## config.mk

```make
export PLATFORM = sky130hd
export DESIGN_NAME = ttb_ctrl
export DESIGN_NICKNAME = d
export VERILOG_FILES = /design/src/rtl/ttb_pkg.sv /design/src/rtl/ttb_ctrl.sv
export SDC_FILE = /design/constraint.sdc
export NUM_CORES = 1
export LEC_CHECK = 0
export ABC_AREA = 0
export BUFFER_PORTS_ARGS = -buffer_cell sky130_fd_sc_hd__buf_2
export CORE_AREA = 5 5 55 57
export DETAILED_ROUTE_END_ITERATION = 12
export DIE_AREA = 0 0 60 62
export GPL_TIMING_DRIVEN = 0
export HOLD_SLACK_MARGIN = 0.05
export PLACE_DENSITY = 0.89
export SLEW_MARGIN = 25
export SYNTH_ARGS = -nofsm -noshare
export SYNTH_HDL_FRONTEND = slang
export SYNTH_SLANG_ARGS = --single-unit
export TNS_END_PERCENT = 50
```

## constraint.sdc

```tcl
create_clock -name clock -period 6.8 [get_ports clock]
set_input_delay 1.36 -clock clock [delete_from_list [all_inputs] [get_ports clock]]
set_output_delay 1.36 -clock clock [all_outputs]
set_load 0.03 [all_outputs]
```

## src/rtl/ttb_pkg.sv

```systemverilog
package ttb_pkg;

   localparam int FIELD_BITS   = 32;
   localparam int OUT_BITS     = 16;
   localparam int NORM_BITS    = 24;
   localparam int GUARD_BITS   = 7;
   localparam int COARSE_SHIFT = 8;
   localparam int SUM_BITS     = 2 * NORM_BITS + 2;
   localparam int ROOT_IN_BITS = SUM_BITS + 2 * GUARD_BITS;
   localparam int ROOT_BITS    = ROOT_IN_BITS / 2;
   localparam int ROOT_STEPS   = ROOT_IN_BITS / 2;
   localparam int CNT_BITS     = 5;
   localparam int MUL_STEPS    = 28;
   localparam int NUM_FIELDS   = 5;

   localparam logic [2:0] TGT_DET   = 3'd0;
   localparam logic [2:0] TGT_TAN_X = 3'd1;
   localparam logic [2:0] TGT_TAN_Y = 3'd2;
   localparam logic [2:0] TGT_TAN_Z = 3'd3;
   localparam logic [2:0] TGT_BIT_X = 3'd4;
   localparam logic [2:0] TGT_BIT_Y = 3'd5;
   localparam logic [2:0] TGT_BIT_Z = 3'd6;

   localparam logic [1:0] SLOT_FIRST  = 2'd0;
   localparam logic [1:0] SLOT_SECOND = 2'd1;
   localparam logic [1:0] SLOT_THIRD  = 2'd2;
   localparam logic [1:0] SLOT_BAD    = 2'd3;
   localparam logic [1:0] COMP_LAST   = 2'd2;

   typedef struct packed {
      logic signed [FIELD_BITS-1:0] pos_x;
      logic signed [FIELD_BITS-1:0] pos_y;
      logic signed [FIELD_BITS-1:0] pos_z;
      logic signed [FIELD_BITS-1:0] tex_u;
      logic signed [FIELD_BITS-1:0] tex_v;
      logic                         restart;
   } req_type;

   typedef struct packed {
      logic signed [OUT_BITS-1:0] tangent_x;
      logic signed [OUT_BITS-1:0] tangent_y;
      logic signed [OUT_BITS-1:0] tangent_z;
      logic signed [OUT_BITS-1:0] bitangent_x;
      logic signed [OUT_BITS-1:0] bitangent_y;
      logic signed [OUT_BITS-1:0] bitangent_z;
      logic                       degenerate;
   } rsp_type;

   typedef enum logic [3:0] {
      ST_IDLE,
      ST_MUL,
      ST_DRAIN,
      ST_NORM_LOAD,
      ST_NORM_SHIFT,
      ST_SQUARE,
      ST_SQRT_INIT,
      ST_SQRT,
      ST_DIV_INIT,
      ST_DIV,
      ST_OUT
   } state_type;

   typedef struct packed {
      logic       store_corner;
      logic       corner_slot;
      logic       load_delta;
      logic       mul_go;
      logic [2:0] mul_target;
      logic       mul_second;
      logic       mul_half;
      logic       mul_first;
      logic       mul_last;
      logic       norm_load;
      logic       norm_shift;
      logic       vec_sel;
      logic [1:0] comp_idx;
      logic       sq_go;
      logic       sq_first;
      logic       sqrt_load;
      logic       sqrt_step;
      logic       div_load;
      logic       div_step;
      logic       div_last;
      logic       degen_set;
      logic       out_load;
   } cmd_type;

   typedef struct packed {
      logic det_zero;
      logic vec_zero;
      logic norm_done;
   } status_type;

endpackage

```

## src/rtl/ttb_ctrl.sv

```systemverilog
module ttb_ctrl
   import ttb_pkg::*;
#(
   parameter int UNIT_FRAC_BITS = 14
) (
   input  logic       clock,
   input  logic       reset,
   input  logic       req_valid,
   input  logic       req_restart,
   output logic       req_stall,
   output logic       rsp_valid,
   input  logic       rsp_stall,
   input  status_type status,
   output cmd_type    cmd
);

   localparam int QUO_BITS = UNIT_FRAC_BITS + 2;

   state_type           state_ff, state_in;
   logic [CNT_BITS-1:0] cnt_ff, cnt_in;
   logic [1:0]          idx_ff, idx_in;
   logic                vec_ff, vec_in;
   logic [1:0]          count_ff, count_in;
   logic                rsp_valid_ff, rsp_valid_in;
   logic [1:0]          slot;
   logic                accept;

   assign req_stall = (state_ff != ST_IDLE);
   assign accept    = req_valid && !req_stall;
   assign slot      = (req_restart || count_ff == SLOT_BAD) ? SLOT_FIRST : count_ff;
   assign rsp_valid = rsp_valid_ff;

   always_comb begin
      state_in = state_ff;
      cnt_in   = cnt_ff;
      idx_in   = idx_ff;
      vec_in   = vec_ff;
      count_in = count_ff;
      unique case (state_ff)
         ST_IDLE: begin
            if (accept) begin
               if (slot == SLOT_THIRD) begin
                  count_in = SLOT_FIRST;
                  cnt_in   = '0;
                  state_in = ST_MUL;
               end else begin
                  count_in = slot + 2'd1;
               end
            end
         end
         ST_MUL: begin
            if (cnt_ff == CNT_BITS'(MUL_STEPS - 1)) begin
               state_in = ST_DRAIN;
            end else begin
               cnt_in = cnt_ff + 1'b1;
            end
         end
         ST_DRAIN: begin
            vec_in   = 1'b0;
            state_in = status.det_zero ? ST_OUT : ST_NORM_LOAD;
         end
         ST_NORM_LOAD: begin
            state_in = ST_NORM_SHIFT;
         end
         ST_NORM_SHIFT: begin
            if (status.vec_zero) begin
               state_in = ST_OUT;
            end else if (status.norm_done) begin
               idx_in   = '0;
               state_in = ST_SQUARE;
            end
         end
         ST_SQUARE: begin
            if (idx_ff == COMP_LAST) begin
               state_in = ST_SQRT_INIT;
            end else begin
               idx_in = idx_ff + 2'd1;
            end
         end
         ST_SQRT_INIT: begin
            cnt_in   = '0;
            state_in = ST_SQRT;
         end
         ST_SQRT: begin
            if (cnt_ff == CNT_BITS'(ROOT_STEPS - 1)) begin
               idx_in   = '0;
               state_in = ST_DIV_INIT;
            end else begin
               cnt_in = cnt_ff + 1'b1;
            end
         end
         ST_DIV_INIT: begin
            cnt_in   = '0;
            state_in = ST_DIV;
         end
         ST_DIV: begin
            if (cnt_ff == CNT_BITS'(QUO_BITS - 1)) begin
               if (idx_ff != COMP_LAST) begin
                  idx_in   = idx_ff + 2'd1;
                  state_in = ST_DIV_INIT;
               end else if (vec_ff) begin
                  state_in = ST_OUT;
               end else begin
                  vec_in   = 1'b1;
                  state_in = ST_NORM_LOAD;
               end
            end else begin
               cnt_in = cnt_ff + 1'b1;
            end
         end
         ST_OUT: begin
            if (!rsp_valid_ff || !rsp_stall) begin
               state_in = ST_IDLE;
            end
         end
         default: begin
            state_in = ST_IDLE;
         end
      endcase
   end

   always_comb begin
      cmd          = '0;
      cmd.vec_sel  = vec_ff;
      cmd.comp_idx = idx_ff;
      unique case (state_ff)
         ST_IDLE: begin
            if (accept) begin
               if (slot == SLOT_THIRD) begin
                  cmd.load_delta = 1'b1;
               end else begin
                  cmd.store_corner = 1'b1;
                  cmd.corner_slot  = slot[0];
               end
            end
         end
         ST_MUL: begin
            // Four partial products per target: two terms, low and high half each.
            cmd.mul_go     = 1'b1;
            cmd.mul_target = cnt_ff[4:2];
            cmd.mul_second = cnt_ff[1];
            cmd.mul_half   = cnt_ff[0];
            cmd.mul_first  = (cnt_ff[1:0] == 2'd0);
            cmd.mul_last   = (cnt_ff[1:0] == 2'd3);
         end
         ST_DRAIN: begin
            cmd.degen_set = status.det_zero;
         end
         ST_NORM_LOAD: begin
            cmd.norm_load = 1'b1;
         end
         ST_NORM_SHIFT: begin
            cmd.degen_set  = status.vec_zero;
            cmd.norm_shift = !status.vec_zero && !status.norm_done;
         end
         ST_SQUARE: begin
            cmd.sq_go    = 1'b1;
            cmd.sq_first = (idx_ff == 2'd0);
         end
         ST_SQRT_INIT: begin
            cmd.sqrt_load = 1'b1;
         end
         ST_SQRT: begin
            cmd.sqrt_step = 1'b1;
         end
         ST_DIV_INIT: begin
            cmd.div_load = 1'b1;
         end
         ST_DIV: begin
            cmd.div_step = 1'b1;
            cmd.div_last = (cnt_ff == CNT_BITS'(QUO_BITS - 1));
         end
         ST_OUT: begin
            cmd.out_load = !rsp_valid_ff || !rsp_stall;
         end
         default: begin
            cmd = '0;
         end
      endcase
   end

   always_comb begin
      if (cmd.out_load) begin
         rsp_valid_in = 1'b1;
      end else if (!rsp_stall) begin
         rsp_valid_in = 1'b0;
      end else begin
         rsp_valid_in = rsp_valid_ff;
      end
   end

   always_ff @(posedge clock) begin
      if (reset) begin
         state_ff     <= ST_IDLE;
         cnt_ff       <= '0;
         idx_ff       <= '0;
         vec_ff       <= 1'b0;
         count_ff     <= SLOT_FIRST;
         rsp_valid_ff <= 1'b0;
      end else begin
         state_ff     <= state_in;
         cnt_ff       <= cnt_in;
         idx_ff       <= idx_in;
         vec_ff       <= vec_in;
         count_ff     <= count_in;
         rsp_valid_ff <= rsp_valid_in;
      end
   end

endmodule

```

**Yosys cells after proc, flatten, opt, wreduce, memory -nomap -nowiden**

Cells that the tools add are included.

- Register bits after elaboration: 15
- Bits of input ports: 8
- Output and inout port bits: 27
- Logic and storage cells: 115

- Add/sub/neg operators: 3
- Equality and inequality tests: 35
- Muxes and demuxes: 48
- Reductions and logical operators: 23

Operators with widths:

| cell | number |
|---|---|
| 4-bit 2-to-1 mux | 12 |
| 4-bit one-hot mux with 11 select lines | 1 |
| 2-bit inequality test, second input constant | 16 |
| 5-bit 2-to-1 mux | 5 |
| 5-bit one-hot mux with 5 select lines | 1 |
| 2-bit 2-to-1 mux | 11 |
| 4-bit by 3-bit equality test with 1-bit output, second input constant | 4 |
| 4-bit equality test, second input constant | 3 |
| 1-bit 2-to-1 mux | 11 |
| 11-bit OR reduction | 1 |
| 5-bit equality test, second input constant | 2 |
| 3-bit 2-to-1 mux | 3 |
| 2-bit equality test, second input constant | 4 |
| 4-bit by 2-bit equality test with 1-bit output, second input constant | 2 |
| 8-bit 2-to-1 mux | 1 |
| 2-bit one-hot mux with 4 select lines | 1 |
| 8-bit AND reduction | 1 |
| 4-bit nonzero test | 2 |
| 7-bit AND reduction | 1 |
| 6-bit AND reduction | 1 |
| 5-bit by 1-bit adder with 5-bit output, second input constant | 1 |
| 5-bit by 4-bit equality test with 1-bit output, second input constant | 1 |
| 1-bit logical NOT | 5 |
| 5-bit nonzero test | 1 |
| 13 further kinds | 18 |

**Logic depth before layout (Yosys ltp)**

- Depth in word-level cells: 7
- Mapped depth: 8
- Gate-level depth less buffers: 8

**Least setup slack after synthesis**

OpenSTA, ideal clock, no wires.

- Path type: input to output
- Start: input port req_valid
- End: output port cmd[23] in the netlist's numbering
- Data arrival time: 2.689 ns
- Data required time: 5.440 ns
- Slack: 2.751 ns
- Stages: 2
- Path buffers: 0
- Path through: nand3_1 nor4b_1

RTL lines:

| item | RTL line | text |
|---|---|---|
| from (decl) | ttb_ctrl.sv:8 | `input logic req_valid,` |
| to (decl) | ttb_ctrl.sv:14 | `output cmd_type cmd` |

==> metrics list <==
* Result of the run: completed
- Post-CTS repair changed the size of 0 cells.
- TritonCTS built the clock tree.
- The worst register-to-register path ends at cnt_ff[3].
- GRT Overall Usage: 0.196
* Cell Chain, Critical Path: buf_2 > buf_1 > nor2_2 > nand3_1 > nor4b_1 > buf_2
* Max capacitance violation total: 0
- In the layout the commonest cells are buf_2 (39), nor2_1 (21), a21oi_1 (16).
- For this run, the number of Yosys warnings is 0.
- The share of the Yosys chip area taken by registers is 0.235.
* Top cell type by total area after synthesis: dfxtp_1
- Total of buffers placed on input and output ports: 34
- Setup violations remaining at the end of the flow were counted as 0.
- Clock slew seen by the registers of the worst setup and hold paths: 90 ps
- Each instance of the synthesized netlist takes up on average 7.31 sq um.
- Total buffers and inverters traversed by the critical path: 3
* Category of the worst setup path launch point: flip-flop
- Critical Path Slowest Stage Cell: nor4b_1
- Summed over all cells, the static leakage comes to 0.700 nW.
- Drt first-iter violations: 107
* Effective utilization at floorplan: 0.526
- Counting every sink on the clock net gives 15.
- Highest clock frequency the design can meet: 266 MHz
- I/O pin count: 35
- Number of nets in the finished design: 228
- Total standard cell area after synthesis: 1280 sq um
- Average detailed-routed wire length per instance: 14.1 microns
- Compared with the post-synthesis result, the final layout area differs by 18.3%.
- Die X-Extent: 60 microns
* Setup TNS: 0 ps
- Post-Layout Cell Count: 243
- The library cell used most frequently in the layout, excluding fill and tap cells, is buf_2.
* Max Fanout on Critical Path: 10
* Post-Synthesis Net Count: 189
* Startpoint of the lowest-slack hold path: idx_ff[0]
- Final hold violation count: 0
* Die ar.: 3720 sq um
- The floorplan has 18 rows.
* Setup CP Type: flip-flop to output pin
- Ranked by total cell area, the synthesized netlist is headed by dfxtp_1 (23%), a21oi_1 (6.3%), nor2_1 (6.2%), ha_1 (5.9%), and3_1 (4.4%).
* Register-to-Register Path Depth: 7
* Setup crit end kind: output pin
* Netlist cell types: 45
- Hold Path Sink: idx_ff[0]
- The core region is 2430 sq um.
- Pwr dens: 300 nW/um^2
- Number of pins with negative max-slew slack in the final report: 0
- Worst reg2reg setup slack: 4320 ps
- Detailed placement HPWL: 2610 microns
* H-tree depth: 1
* Main synth FF type: dfxtp_1
* Number of flops mapped to enable cells by yosys: 0
- The largest single stage delay on the critical path is 440 ps.
- DRT Wirelength: 3420 microns
* Height of the die: 62 microns
- In this run the tightest slew margin relative to its limit is 0.484.
* Routed via count divided by cell count: 5.81
- Of the cells placed in the final design, the portion with a size suffix greater than 1 is 0.244.
- Finished Core Util: 0.622
- Top Family by Delay on Critical Path: simple AND/OR/NAND/NOR gates
- The later pin in the worst-skew pair is clocked with a latency of 290 ps.
- In this run the worst hold path is classified as flip-flop to flip-flop.
- The cell sitting at the root of the clock tree is a clkbuf_4.
- In the routed design, unresolved DRC markers number 0.
- Actual slew at the worst max-slew pin: 767 ps
- The number of antenna violations at the first check in global routing came to 0.
* CP most frequent cell: buf_2
- Routability cong.: 0.944
* Detail Route Antenna Nets: 0
- Dividing the final minimum period by the clock period gives 0.553.
- Worst Hold Path Cells: 2
- After clock tree synthesis, the setup repair step added 0 buffers.
* Vias after detailed routing: 1413
- In this run the critical register-to-register path is launched from cnt_ff[0].
- VDD sags by at most 0.000191 V.
* Max Root-Sink Buffers: 2
* Hold buffer count at cts: 0
- Setup repair after global routing left no endpoint under its margin.
- Number of clock buffers inserted by TritonCTS: 3
- Arr. time, crit path: 2400 ps
* Antenna cell count: 0
- STA puts the critical path data required time at 5440 ps.
- Counting every instance in the synthesized netlist gives 175.
* Fin Clk Skew: 3.96 ps
* Initial DRT Pass Iterations: 4
- The via count of the first global-routing pass came to 1291.
* Shortest clock period the worst path allows after layout: 3760 ps
- After global routing the overflow that remains totals 0.
- Async SR Flop Fraction: 0
* Maximum number of pins on one net before global-route repair: 11
- Synthesis-stage register bit count: 15
* Global-route wire length before repair: 5590 microns
* Number of cells in the design after placement: 239
- Fill cells in the final layout number 244.
- The share of synthesized area in the top cell type comes to 0.235.
[cells by family (layout without fill, tap and decap cells)]
logic type	Yosys count	in the layout	synth area share
adders and majority gates	6	6	0.0586
xor gates and xnor gates	1	1	0.00684
buffers and inverters	23	61	0.0811
muxes	3	3	0.0235
DFF	15	15	0.235
and+or+nand+nor	89	89	0.413
AOI/OAI and AO/OA	38	38	0.182
[worst min-delay path, stage by stage (launching register included)]
cell and delay (ps):
dfxtp_1 330, nand2_1 60, a21oi_1 50
[registers in the layout, summed over array words and instances, names as in the netlist]
signal,flops
cnt_ff,5
count_ff,2
vec_ff,1
idx_ff,2
rsp_valid,1
state_ff,4
[through the flow]
step / area, sq um / hold slack, ps / worst slack, ps / power, mW
2_1_floorplan: 1280 / 453 / 2750 / 0.330
3_3_place_gp: 1490 / 467 / 3100 / 0.393
3_5_place_dp: 1490 / 480 / 3130 / 0.399
4_1_cts: 1510 / 493 / 3070 / 0.451
5_1_grt: 1510 / 521 / 2860 / 0.487
6_report: 1510 / 488 / 3040 / 0.454
[cells in the mapped netlist, drive strengths merged (3+ instances only)]
master / n
nand2b: 4
buf: 10
or4: 4
nor2: 22
mux2i: 3
nor2b: 5
nand2: 7
nand3: 7
dfxtp: 15
a21oi: 16
inv: 12
ha: 6
nor3: 6
o21ai: 9
nor4b: 3
and2: 4
and3: 10
[layout make-up]
cell class,instances,area [sq um],area share
multi-input combinational,137,876,0.579
sequential,15,300,0.198
timing repair buffer,34,170,0.112
buffer,11,58.8,0.0388
inverter,12,45.0,0.0298
tap,30,37.5,0.0248
clock buffer,4,26.3,0.0174
[worst max path at each step]
stage	depth (start not counted)	from	slack [ps]	endpoint
2_1_floorplan	2	req_valid	2750	cmd[23]
3_3_place_gp	4	req_valid	3100	cmd[23]
3_5_place_dp	4	req_valid	3130	cmd[23]
4_1_cts	6	state_ff[3]	3070	cmd[23]
5_1_grt	6	state_ff[3]	2860	cmd[23]
6_report	6	state_ff[3]	3040	cmd[23]
[layer usage]
layer,global-route usage,up-vias,wire (microns)
li1,-,706,-
met2,0.319,69,1530
met1,0.256,633,1510
met3,0.0372,5,340
met4,0.0791,0,42
met5,0,-,0
[where the power goes]
group	leakage [nW]	internal, mW	switching [mW]	total [mW]
clock	0.0150	0.0228	0.0289	0.0517
sequential	0.122	0.100	0.00931	0.109
combinational	0.564	0.100	0.193	0.293
total	0.700	0.223	0.231	0.454
Power figures use the tool's default switching activity.
